### config.mk
export PLATFORM = sky130hd
export DESIGN_NAME = knn_rating_predictor_unit
export DESIGN_NICKNAME = d
export VERILOG_FILES = /design/src/rtl/knnrp_pkg.sv /design/src/rtl/knnrp_ctrl.sv /design/src/rtl/knnrp_dpath.sv /design/src/rtl/knn_rating_predictor_unit.sv
export SDC_FILE = /design/constraint.sdc
export NUM_CORES = 2
export LEC_CHECK = 0
export ABC_CLOCK_PERIOD_IN_PS = 18100
export BUFFER_PORTS_ARGS = -buffer_cell sky130_fd_sc_hd__buf_2
export CORE_MARGIN = 8
export CORE_UTILIZATION = 40
export DETAILED_ROUTE_END_ITERATION = 7
export SYNTH_ARGS = -nofsm -noshare
export SYNTH_HDL_FRONTEND = slang
export SYNTH_SLANG_ARGS = --single-unit
### constraint.sdc
create_clock -name clk -period 18.1 [get_ports clk]
set_clock_uncertainty 0.15 [all_clocks]
set_input_delay 0 -clock clk [delete_from_list [all_inputs] [get_ports clk]]
set_output_delay 0 -clock clk [all_outputs]
set_load 0.005 [all_outputs]
### src/rtl/knnrp_pkg.sv
// ----------------------------------------------------------------------------
// knnrp_pkg
// Shared types and constants of the item-based KNN rating predictor.
// ----------------------------------------------------------------------------
package knnrp_pkg;

  // Item kinds
  localparam logic [1:0] KIND_BEGIN    = 2'd0;
  localparam logic [1:0] KIND_NEIGHBOR = 2'd1;
  localparam logic [1:0] KIND_FINISH   = 2'd2;

  // Configuration register indexes
  localparam logic [1:0] CFG_MIN_RATING = 2'd0;
  localparam logic [1:0] CFG_MAX_RATING = 2'd1;
  localparam int unsigned CFG_IDX_W = 2;

  localparam logic [15:0] MIN_RATING_RST = 16'd4096;
  localparam logic [15:0] MAX_RATING_RST = 16'd20480;

  // Accumulator and finish arithmetic widths
  localparam int unsigned NUM_W    = 48;
  localparam int unsigned DEN_W    = 32;
  localparam int unsigned PROD_W   = 33;
  localparam int unsigned ABS_W    = 17;
  localparam int unsigned DIVD_W   = NUM_W + 8;
  localparam int unsigned SUM_W    = DIVD_W + 2;
  localparam int unsigned STEP_W   = $clog2(DIVD_W);
  localparam int unsigned TOTAL_W  = 13;

  // 0.02 in Q1.15
  localparam logic [DEN_W-1:0] DEN_LIMIT = 32'd655;

  typedef struct packed {
    logic [1:0]         kind;
    logic signed [15:0] similarity;
    logic [3:0]         neighbor_rating;
    logic [15:0]        neighbor_mean;
    logic [15:0]        target_mean;
    logic signed [15:0] sim_threshold;
  } knnrp_in_t;

  typedef struct packed {
    logic [15:0]        prediction;
    logic               used_neighbors;
    logic [TOTAL_W-1:0] neighbor_total;
  } knnrp_out_t;

  typedef struct packed {
    logic [15:0] min_rating;
    logic [15:0] max_rating;
  } knnrp_cfg_t;

  typedef enum logic [2:0] {
    ST_IDLE,
    ST_ACC,
    ST_SQRT,
    ST_MUL,
    ST_DIV,
    ST_FIX,
    ST_EMIT
  } knnrp_state_t;

  // Controller to datapath
  typedef struct packed {
    logic begin_ld;
    logic nb_ld;
    logic acc_en;
    logic sqrt_ld;
    logic sqrt_step;
    logic mul_en;
    logic div_step;
    logic fix_en;
    logic emit_en;
  } knnrp_cmd_t;

  // Datapath to controller
  typedef struct packed {
    logic den_big;
  } knnrp_stat_t;

endpackage

### src/rtl/knnrp_ctrl.sv
// ----------------------------------------------------------------------------
// knnrp_ctrl
// Sequencer: decodes accepted items and steps the finish computation.
// ----------------------------------------------------------------------------
module knnrp_ctrl import knnrp_pkg::*; #(
  parameter int unsigned MAX_NEIGHBORS = 4096
) (
  input  logic        clk,
  input  logic        rst_n,
  input  logic        start,
  input  logic [1:0]  kind,
  input  knnrp_stat_t stat,
  output logic        busy,
  output knnrp_cmd_t  cmd
);

  localparam int unsigned CNT_W  = $clog2(MAX_NEIGHBORS + 1);
  localparam int unsigned ROOT_W = (CNT_W + 1) / 2 + 8;

  knnrp_state_t      state_r, state_nxt;
  logic [STEP_W-1:0] step_r, step_nxt;
  logic              accept;

  assign busy   = (state_r != ST_IDLE);
  assign accept = start && !busy;

  always_ff @(posedge clk) begin
    if (!rst_n) begin
      state_r <= ST_IDLE;
      step_r  <= '0;
    end else begin
      state_r <= state_nxt;
      step_r  <= step_nxt;
    end
  end

  // Next state
  always_comb begin
    state_nxt = state_r;
    step_nxt  = step_r;
    unique case (state_r)
      ST_IDLE: begin
        if (accept) begin
          if (kind == KIND_NEIGHBOR) begin
            state_nxt = ST_ACC;
          end else if (kind == KIND_FINISH) begin
            state_nxt = stat.den_big ? ST_SQRT : ST_FIX;
            step_nxt  = STEP_W'(ROOT_W - 1);
          end
        end
      end
      ST_ACC:  state_nxt = ST_IDLE;
      ST_SQRT: begin
        if (step_r == '0) begin
          state_nxt = ST_MUL;
        end else begin
          step_nxt = step_r - 1'b1;
        end
      end
      ST_MUL: begin
        state_nxt = ST_DIV;
        step_nxt  = STEP_W'(DIVD_W - 1);
      end
      ST_DIV: begin
        if (step_r == '0) begin
          state_nxt = ST_FIX;
        end else begin
          step_nxt = step_r - 1'b1;
        end
      end
      ST_FIX:  state_nxt = ST_EMIT;
      ST_EMIT: state_nxt = ST_IDLE;
      default: state_nxt = ST_IDLE;
    endcase
  end

  // Outputs
  always_comb begin
    cmd = '0;
    unique case (state_r)
      ST_IDLE: begin
        cmd.begin_ld = accept && (kind == KIND_BEGIN);
        cmd.nb_ld    = accept && (kind == KIND_NEIGHBOR);
        cmd.sqrt_ld  = accept && (kind == KIND_FINISH);
      end
      ST_ACC:  cmd.acc_en    = 1'b1;
      ST_SQRT: cmd.sqrt_step = 1'b1;
      ST_MUL:  cmd.mul_en    = 1'b1;
      ST_DIV:  cmd.div_step  = 1'b1;
      ST_FIX:  cmd.fix_en    = 1'b1;
      ST_EMIT: cmd.emit_en   = 1'b1;
      default: cmd = '0;
    endcase
  end

`ifndef SYNTHESIS
  a_nb_to_acc: assert property (@(posedge clk) disable iff (!rst_n)
    (accept && kind == KIND_NEIGHBOR) |=> (state_r == ST_ACC))
    else $error("neighbor transfer did not enter accumulate");
  a_acc_single: assert property (@(posedge clk) disable iff (!rst_n)
    (state_r == ST_ACC) |=> (state_r == ST_IDLE))
    else $error("accumulate lasted more than one cycle");
  a_div_end: assert property (@(posedge clk) disable iff (!rst_n)
    (state_r == ST_DIV && step_r == '0) |=> (state_r == ST_FIX))
    else $error("divider did not hand over after last step");
  a_emit_idle: assert property (@(posedge clk) disable iff (!rst_n)
    cmd.emit_en |=> (state_r == ST_IDLE && !cmd.emit_en))
    else $error("emit not followed by idle");
`endif

endmodule

### src/rtl/knnrp_dpath.sv
// ----------------------------------------------------------------------------
// knnrp_dpath
// Accumulators, iterative square root, divisor multiply, restoring divider,
// final offset and clamp, result register.
// ----------------------------------------------------------------------------
module knnrp_dpath import knnrp_pkg::*; #(
  parameter int unsigned MAX_NEIGHBORS = 4096
) (
  input  logic        clk,
  input  logic        rst_n,
  input  knnrp_cmd_t  cmd,
  input  knnrp_in_t   in_data,
  input  knnrp_cfg_t  cfg,
  output knnrp_stat_t stat,
  output logic        out_valid,
  output knnrp_out_t  out_data
);

  localparam int unsigned CNT_W   = $clog2(MAX_NEIGHBORS + 1);
  localparam int unsigned ROOT_W  = (CNT_W + 1) / 2 + 8;
  localparam int unsigned SQ_W    = 2 * ROOT_W;
  localparam int unsigned REM_W   = ROOT_W + 2;
  localparam int unsigned DVSR_W  = DEN_W + ROOT_W;
  localparam logic [CNT_W-1:0] CNT_MAX = CNT_W'(MAX_NEIGHBORS);

  // Query state
  logic signed [NUM_W-1:0]  num_r;
  logic [DEN_W-1:0]         den_r;
  logic [CNT_W-1:0]         cnt_r;
  logic [15:0]              tm_r;
  logic signed [15:0]       thr_r;

  // Neighbor capture
  logic signed [PROD_W-1:0] prod_r, prod_nxt;
  logic [ABS_W-1:0]         abs_r, abs_nxt;
  logic                     sel_r;
  logic signed [16:0]       diff;
  logic signed [16:0]       sim_x;

  // Accumulate
  logic signed [NUM_W:0]    nsum;
  logic signed [NUM_W-1:0]  num_nxt;
  logic [DEN_W:0]           dsum;
  logic [DEN_W-1:0]         den_nxt;

  // Square root
  logic [SQ_W-1:0]          sq_src_r;
  logic [REM_W-1:0]         sq_rem_r;
  logic [ROOT_W-1:0]        root_r;
  logic [REM_W+1:0]         sq_sh;
  logic [REM_W+1:0]         sq_trial;
  logic [CNT_W-1:0]         cnt_eff;

  // Divide
  logic [DVSR_W-1:0]        dvsr_r;
  logic [DIVD_W-1:0]        dq_r;
  logic [DVSR_W-1:0]        drem_r;
  logic [DVSR_W:0]          drem_sh;
  logic                     neg_r;
  logic [NUM_W-1:0]         mag;

  // Finish
  logic [SUM_W-1:0]         sum_nxt;
  logic signed [SUM_W-1:0]  sum_r;
  logic                     used_r;
  logic signed [SUM_W-1:0]  min_x, max_x;
  logic signed [SUM_W-1:0]  lo_clamped, clamped;
  logic [CNT_W+TOTAL_W-1:0] cnt_wide;

  logic                     out_valid_r;
  knnrp_out_t               out_data_r;

  assign stat.den_big = (den_r > DEN_LIMIT);

  // rating in Q4.12 minus neighbor mean
  assign diff     = $signed({1'b0, in_data.neighbor_rating, 12'b0})
                  - $signed({1'b0, in_data.neighbor_mean});
  assign sim_x    = 17'(in_data.similarity);
  assign prod_nxt = in_data.similarity * diff;
  assign abs_nxt  = sim_x[16] ? ABS_W'(-sim_x) : ABS_W'(sim_x);

  assign nsum = (NUM_W+1)'(num_r) + (NUM_W+1)'(prod_r);
  always_comb begin
    if (nsum[NUM_W] != nsum[NUM_W-1]) begin
      num_nxt = nsum[NUM_W] ? {1'b1, {(NUM_W-1){1'b0}}} : {1'b0, {(NUM_W-1){1'b1}}};
    end else begin
      num_nxt = nsum[NUM_W-1:0];
    end
  end

  assign dsum    = (DEN_W+1)'(den_r) + (DEN_W+1)'(abs_r);
  assign den_nxt = dsum[DEN_W] ? {DEN_W{1'b1}} : dsum[DEN_W-1:0];

  always_ff @(posedge clk) begin
    if (!rst_n) begin
      num_r <= '0;
      den_r <= '0;
      cnt_r <= '0;
      tm_r  <= '0;
      thr_r <= '0;
    end else if (cmd.begin_ld) begin
      num_r <= '0;
      den_r <= '0;
      cnt_r <= '0;
      tm_r  <= in_data.target_mean;
      thr_r <= in_data.sim_threshold;
    end else if (cmd.nb_ld) begin
      if (cnt_r < CNT_MAX) begin
        cnt_r <= cnt_r + 1'b1;
      end
    end else if (cmd.acc_en && sel_r) begin
      num_r <= num_nxt;
      den_r <= den_nxt;
    end
  end

  always_ff @(posedge clk) begin
    if (cmd.nb_ld) begin
      prod_r <= prod_nxt;
      abs_r  <= abs_nxt;
      sel_r  <= (in_data.similarity >= thr_r);
    end
  end

  // Square root of count * 2^16, two radicand bits per step
  assign cnt_eff  = (cnt_r == '0) ? CNT_W'(1) : cnt_r;
  assign sq_sh    = {sq_rem_r, sq_src_r[SQ_W-1 -: 2]};
  assign sq_trial = (REM_W+2)'({root_r, 2'b01});

  always_ff @(posedge clk) begin
    if (cmd.sqrt_ld) begin
      sq_src_r <= SQ_W'({cnt_eff, 16'b0});
      sq_rem_r <= '0;
      root_r   <= '0;
    end else if (cmd.sqrt_step) begin
      sq_src_r <= {sq_src_r[SQ_W-3:0], 2'b00};
      if (sq_sh >= sq_trial) begin
        sq_rem_r <= REM_W'(sq_sh - sq_trial);
        root_r   <= {root_r[ROOT_W-2:0], 1'b1};
      end else begin
        sq_rem_r <= sq_sh[REM_W-1:0];
        root_r   <= {root_r[ROOT_W-2:0], 1'b0};
      end
    end
  end

  // Divisor multiply, then restoring division one quotient bit per step
  assign mag     = num_r[NUM_W-1] ? (~num_r + 1'b1) : num_r;
  assign drem_sh = {drem_r, dq_r[DIVD_W-1]};

  always_ff @(posedge clk) begin
    if (cmd.mul_en) begin
      dvsr_r <= DVSR_W'(den_r) * DVSR_W'(root_r);
      dq_r   <= {mag, 8'b0};
      drem_r <= '0;
      neg_r  <= num_r[NUM_W-1];
    end else if (cmd.div_step) begin
      if (drem_sh >= {1'b0, dvsr_r}) begin
        drem_r <= DVSR_W'(drem_sh - {1'b0, dvsr_r});
        dq_r   <= {dq_r[DIVD_W-2:0], 1'b1};
      end else begin
        drem_r <= drem_sh[DVSR_W-1:0];
        dq_r   <= {dq_r[DIVD_W-2:0], 1'b0};
      end
    end
  end

  // Offset target mean by the signed quotient, or pass it unchanged when den_big is low
  always_comb begin
    if (!stat.den_big) begin
      sum_nxt = SUM_W'(tm_r);
    end else if (neg_r) begin
      sum_nxt = SUM_W'(tm_r) - SUM_W'(dq_r);
    end else begin
      sum_nxt = SUM_W'(tm_r) + SUM_W'(dq_r);
    end
  end

  always_ff @(posedge clk) begin
    if (cmd.fix_en) begin
      sum_r  <= sum_nxt;
      used_r <= stat.den_big;
    end
  end

  // Raise to min, then lower to max: max wins when the limits cross
  assign min_x      = $signed(SUM_W'(cfg.min_rating));
  assign max_x      = $signed(SUM_W'(cfg.max_rating));
  assign lo_clamped = (sum_r < min_x) ? min_x : sum_r;
  assign clamped    = (lo_clamped > max_x) ? max_x : lo_clamped;
  assign cnt_wide   = (CNT_W+TOTAL_W)'(cnt_r);

  always_ff @(posedge clk) begin
    if (!rst_n) begin
      out_valid_r <= 1'b0;
    end else begin
      out_valid_r <= cmd.emit_en;
    end
  end

  always_ff @(posedge clk) begin
    if (cmd.emit_en) begin
      out_data_r.prediction     <= clamped[15:0];
      out_data_r.used_neighbors <= used_r;
      out_data_r.neighbor_total <= cnt_wide[TOTAL_W-1:0];
    end
  end

  assign out_valid = out_valid_r;
  assign out_data  = out_data_r;

endmodule

### src/rtl/knn_rating_predictor_unit.sv
// ----------------------------------------------------------------------------
// knn_rating_predictor_unit
// Item-based KNN rating prediction with iterative finish arithmetic.
// ----------------------------------------------------------------------------
// Usage:
//   Input: drive in_data and raise start; the item transfers at a clock edge
//   where start is high and busy is low. A begin item loads the target mean
//   and similarity threshold and clears the sums (busy stays low). A neighbor
//   item first captures the product, then accumulates; busy is high during
//   the accumulate step. Kind code 3 is dropped.
//   Finish item: when the denominator is at most 0.02 the clamped target mean
//   appears on out_data after the fix and emit states. Otherwise the square
//   root unit forms a ROOT_W-bit root (15 bits at the default MAX_NEIGHBORS),
//   a multiply step forms the divisor, the restoring divider develops a
//   56-bit quotient one bit per cycle, then offset, clamp and the output
//   register give the result.
//   Output: out_valid is high for exactly one cycle with out_data; the
//   receiver must take it then. A new item may transfer in that cycle.
//   Configuration: cfg_ready is always high; index 0 writes min_rating,
//   index 1 max_rating, other indexes are dropped. Write only while idle.
//   Reset (rst_n low, synchronous): limits return to 1.0 and 5.0, sums,
//   count and held target values clear, the sequencer returns to idle.
// ----------------------------------------------------------------------------
module knn_rating_predictor_unit import knnrp_pkg::*; #(
  parameter int unsigned MAX_NEIGHBORS = 4096
) (
  input  logic                 clk,
  input  logic                 rst_n,
  input  logic                 start,
  output logic                 busy,
  input  knnrp_in_t            in_data,
  output logic                 out_valid,
  output knnrp_out_t           out_data,
  input  logic                 cfg_valid,
  output logic                 cfg_ready,
  input  logic [CFG_IDX_W-1:0] cfg_index,
  input  logic [15:0]          cfg_data
);

  knnrp_cfg_t  cfg_r;
  knnrp_cmd_t  cmd;
  knnrp_stat_t stat;

  // Limit registers take a transfer every cycle
  assign cfg_ready = 1'b1;

  always_ff @(posedge clk) begin
    if (!rst_n) begin
      cfg_r.min_rating <= MIN_RATING_RST;
      cfg_r.max_rating <= MAX_RATING_RST;
    end else if (cfg_valid && cfg_ready) begin
      unique case (cfg_index)
        CFG_MIN_RATING: cfg_r.min_rating <= cfg_data;
        CFG_MAX_RATING: cfg_r.max_rating <= cfg_data;
        default: ;
      endcase
    end
  end

  // Sequencer: decode kind, count square root and divide steps
  knnrp_ctrl #(
    .MAX_NEIGHBORS (MAX_NEIGHBORS)
  ) u_ctrl (
    .clk   (clk),
    .rst_n (rst_n),
    .start (start),
    .kind  (in_data.kind),
    .stat  (stat),
    .busy  (busy),
    .cmd   (cmd)
  );

  // Arithmetic and result register
  knnrp_dpath #(
    .MAX_NEIGHBORS (MAX_NEIGHBORS)
  ) u_dpath (
    .clk       (clk),
    .rst_n     (rst_n),
    .cmd       (cmd),
    .in_data   (in_data),
    .cfg       (cfg_r),
    .stat      (stat),
    .out_valid (out_valid),
    .out_data  (out_data)
  );

endmodule
==> flow_summary.toml <==
[detailed_routing]
wl_per_cell_um = 18.3
wirelength_um = 155000
viasPerCell = 5.33
via_count = 45100
ant_nets = 0
drtIter0Drc = 3113
drc_errors = 0
first_pass_iters = 5

[sta]
max-slew-margin-rel_pct = 19.9
maxSlewViolCount = 0
tightest_slew_ns = 1.20
fmax_ghz = 0.111
setup-violations-final = 0
tns_ns = 0
fin_crit_ns = 9.03
rsz0062_at_grt = "false"
hold_viol = 0
holdWs_ns = 0.0599
finalCritPeriodShare_pct = 49.9

[outcome]
outcome = "completed"

[cts]
ctsResizeCount = 0
clock_latency_ns = 0.66
cts_setup_buffers = 0
cts_made_buffers = 61
path_clk_slew_ns = 0.06
cts.sinks = 504
clk_path_buf_depth = 3
cts_tree = "built"
cts_root_buffer = "clkbuf_16"
htreeDepth = 2

[worst_setup_path]
r2r-start = "u_dpath.root_r[9]$_SDFFE_PP0P_"
worstPathArrival_ns = 9.26
max_stage_delay_ns = 0.70
ff2ff_setup_slack_ns = 9.59
slowest_stage = "or4b_2"
worstSetupPathType = "in -> reg"
r2r_cells = 23
required_ns = 18.33
r2r_end = "u_dpath.dvsr_r[46]$_DFFE_PP_"
startpoint_type = "input pin"
cp_max_fo = 15
cpMostUsedCell = "fa_1"
end_kind = "flop"

[synth]
synth_flop_cell = "dfxtp_1"
async_flop_share_pct = 0
yosysTopAreaCell = "fa_1"
synthCells = 6450
synth_edf_count = 249
yosysTopAreaCellShare_pct = 23.7
syn_nets = 7626
yosysWarnings = 0
ys_types = 83
synth-seq-area-share_pct = 22.3
synth_area_leaders = "fa_1, edfxtp_1, ha_1"
ys_ff_latch = 504
synth.avg_cell_area_um2 = 8.76
synth_area_um2 = 56500

[power]
p_sw_share_pct = 47.4
power.density_nw_per_um2 = 162
max-vdd-ir-drop_mv = 0.319
seqPwrFrac_pct = 18.8
comb_power_share_pct = 68.8
p_switching_uw = 4790
intPower_uw = 5310
p_leak_uw = 0.0281
clockPowerShare_pct = 12.4

[global_route]
grt_pass1_wl_um = 249000
grt_pass1_vias = 45500
antenna_found_initial = 0
grt_max_degree = 74
grt_overflow = 0
track_usage_pct = 19.8

[placed_design]
placed_area_um2 = 58800
port-buffer-count = 123
gp_congestion = 0.905
hpwlAfterDp_um = 115000

[finish]
drive_gt1_share_pct = 5.68
postLayoutCellArea_um2 = 62400
synthToLayoutAreaGrowth_pct = 10.5
nets = 7691

[hold_path]
hold_depth = 3
min_path_type = "in -> reg"
holdCritStartpoint = "rst_n"
holdPathEnd = "cfg_r[28]$_SDFFE_PN1P_"

[die]
dieWidth_um = 392
initial_core_util_pct = 40.1
core_area_um2 = 141000
dieArea_um2 = 154000
io_pins = 125
rows = 138
die_height_um = 392

[flow_run]
maxCapViolCount = 0
## cells in the mapped netlist (all sizes together), types with 35 or more instances
cell type / instances
inv: 887
nand2: 848
fa: 669
a21oi: 422
ha: 415
o21ai: 404
and2: 346
clkbuf: 328
nor2: 264
dfxtp: 255
edfxtp: 249
xnor2: 200
xor2: 133
a21o: 119
nand3: 91
nor3: 63
and3: 50
nand4: 43
nor2b: 43
o31ai: 40
o21bai: 39
or3: 37
nand2b: 35
nor4: 35
## metal layers
layer,routed length (um),vias up,global-route usage (%)
li1,-,21300,-
met4,3460,0,4.65
met5,0,-,0
met1,72900,22200,28.6
met3,10100,211,2.85
met2,68700,1332,31.5
## how the worst max path moves through the flow
stage / start / to
CTS: in_data[32] / u_dpath.prod_r[32]$_DFFE_PP_
detailed placement: in_data[32] / u_dpath.prod_r[32]$_DFFE_PP_
floorplan: in_data[32] / u_dpath.prod_r[32]$_DFFE_PP_
global route: in_data[32] / u_dpath.prod_r[32]$_DFFE_PP_
global placement: in_data[32] / u_dpath.prod_r[32]$_DFFE_PP_
finish: in_data[32] / u_dpath.prod_r[32]$_DFFE_PP_
## power by group through the flow
stage               clock, uW  sequential, uW  combinational [uW]
CTS                      1290            1890                6990
global route             1330            1910                7870
floorplan                   0            1800                5380
detailed placement          0            1910                6920
finish                   1250            1890                6950
global placement            0            1910                6790
## worst max-delay path, delay by kind of cell
kind                       cells  cell delay [ns]
adders and majority gates      8             3.62
buffers and inverters          7             1.18
xor gates and xnor gates       1             0.13
AOI/OAI and AO/OA              8             1.58
and+or+nand+nor               10             2.74
## flip-flops by register name, summed over array words and instances, names as in the netlist, 17 cells and up
name              flops
u_dpath.abs_r        17
cfg_r                32
u_dpath.sum_r        58
u_dpath.prod_r       33
u_dpath.dq_r         56
u_dpath.den_r        32
u_dpath.drem_r       47
u_dpath.out_data     30
u_dpath.sq_rem_r     17
u_dpath.num_r        48
u_dpath.dvsr_r       47
## layout by cell type, fill, tap and decap left out, types with 129 or more instances in the layout
master         instances
dlygate4sd3_1        157
a21oi_1              422
edfxtp_1             249
xor2_1               129
ha_1                 415
xnor2_1              197
and2_1               344
fa_1                 669
nor2_1               259
inv_1                886
dfxtp_1              252
o21ai_0              399
nand2_1              848
## logic make-up (layout without fill, tap and decap cells)
kind of cell | count (synthesis) | count (layout) | synth area share (%)
AOI/OAI and AO/OA | 1307 | 1307 | 14.0
other | 2 | 3 | 0.0133
xor gates and xnor gates | 333 | 333 | 5.16
buffers and inverters | 1227 | 1345 | 8.17
DFF | 504 | 504 | 22.3
muxes | 63 | 63 | 1.18
and+or+nand+nor | 1921 | 1921 | 16.2
adders and majority gates | 1093 | 1093 | 33.0
## stage by stage
stage | setup WS [ns] | power (uW) | utilization, % | instances
6_report | 9.07 | 10100 | 44.3 | 8459
3_5_place_dp | 8.98 | 8840 | 41.7 | 8185
4_1_cts | 9.08 | 10200 | 44.3 | 8458
2_1_floorplan | 10.10 | 7180 | - | 6450
3_3_place_gp | 9.07 | 8700 | 41.7 | 8185
5_1_grt | 8.46 | 11100 | 44.3 | 8458
## cell type report
type,count,area [um2]
well taps,1890,2360
clock buffers,82,1700
clock inverters,34,369
fillers,13700,78500
repair buffers,338,2620
inverters,891,3340
multi-input cells,4719,39500
flip-flops and latches,504,12600
diodes,1,2.50
## what timing repair did
item                                   4_1_cts  5_1_grt
hold buffers                               157        0
endpoints found under the hold margin      120        0
setup endpoints to repair                    0        0
Note: power is estimated with default switching activity, not from simulation.
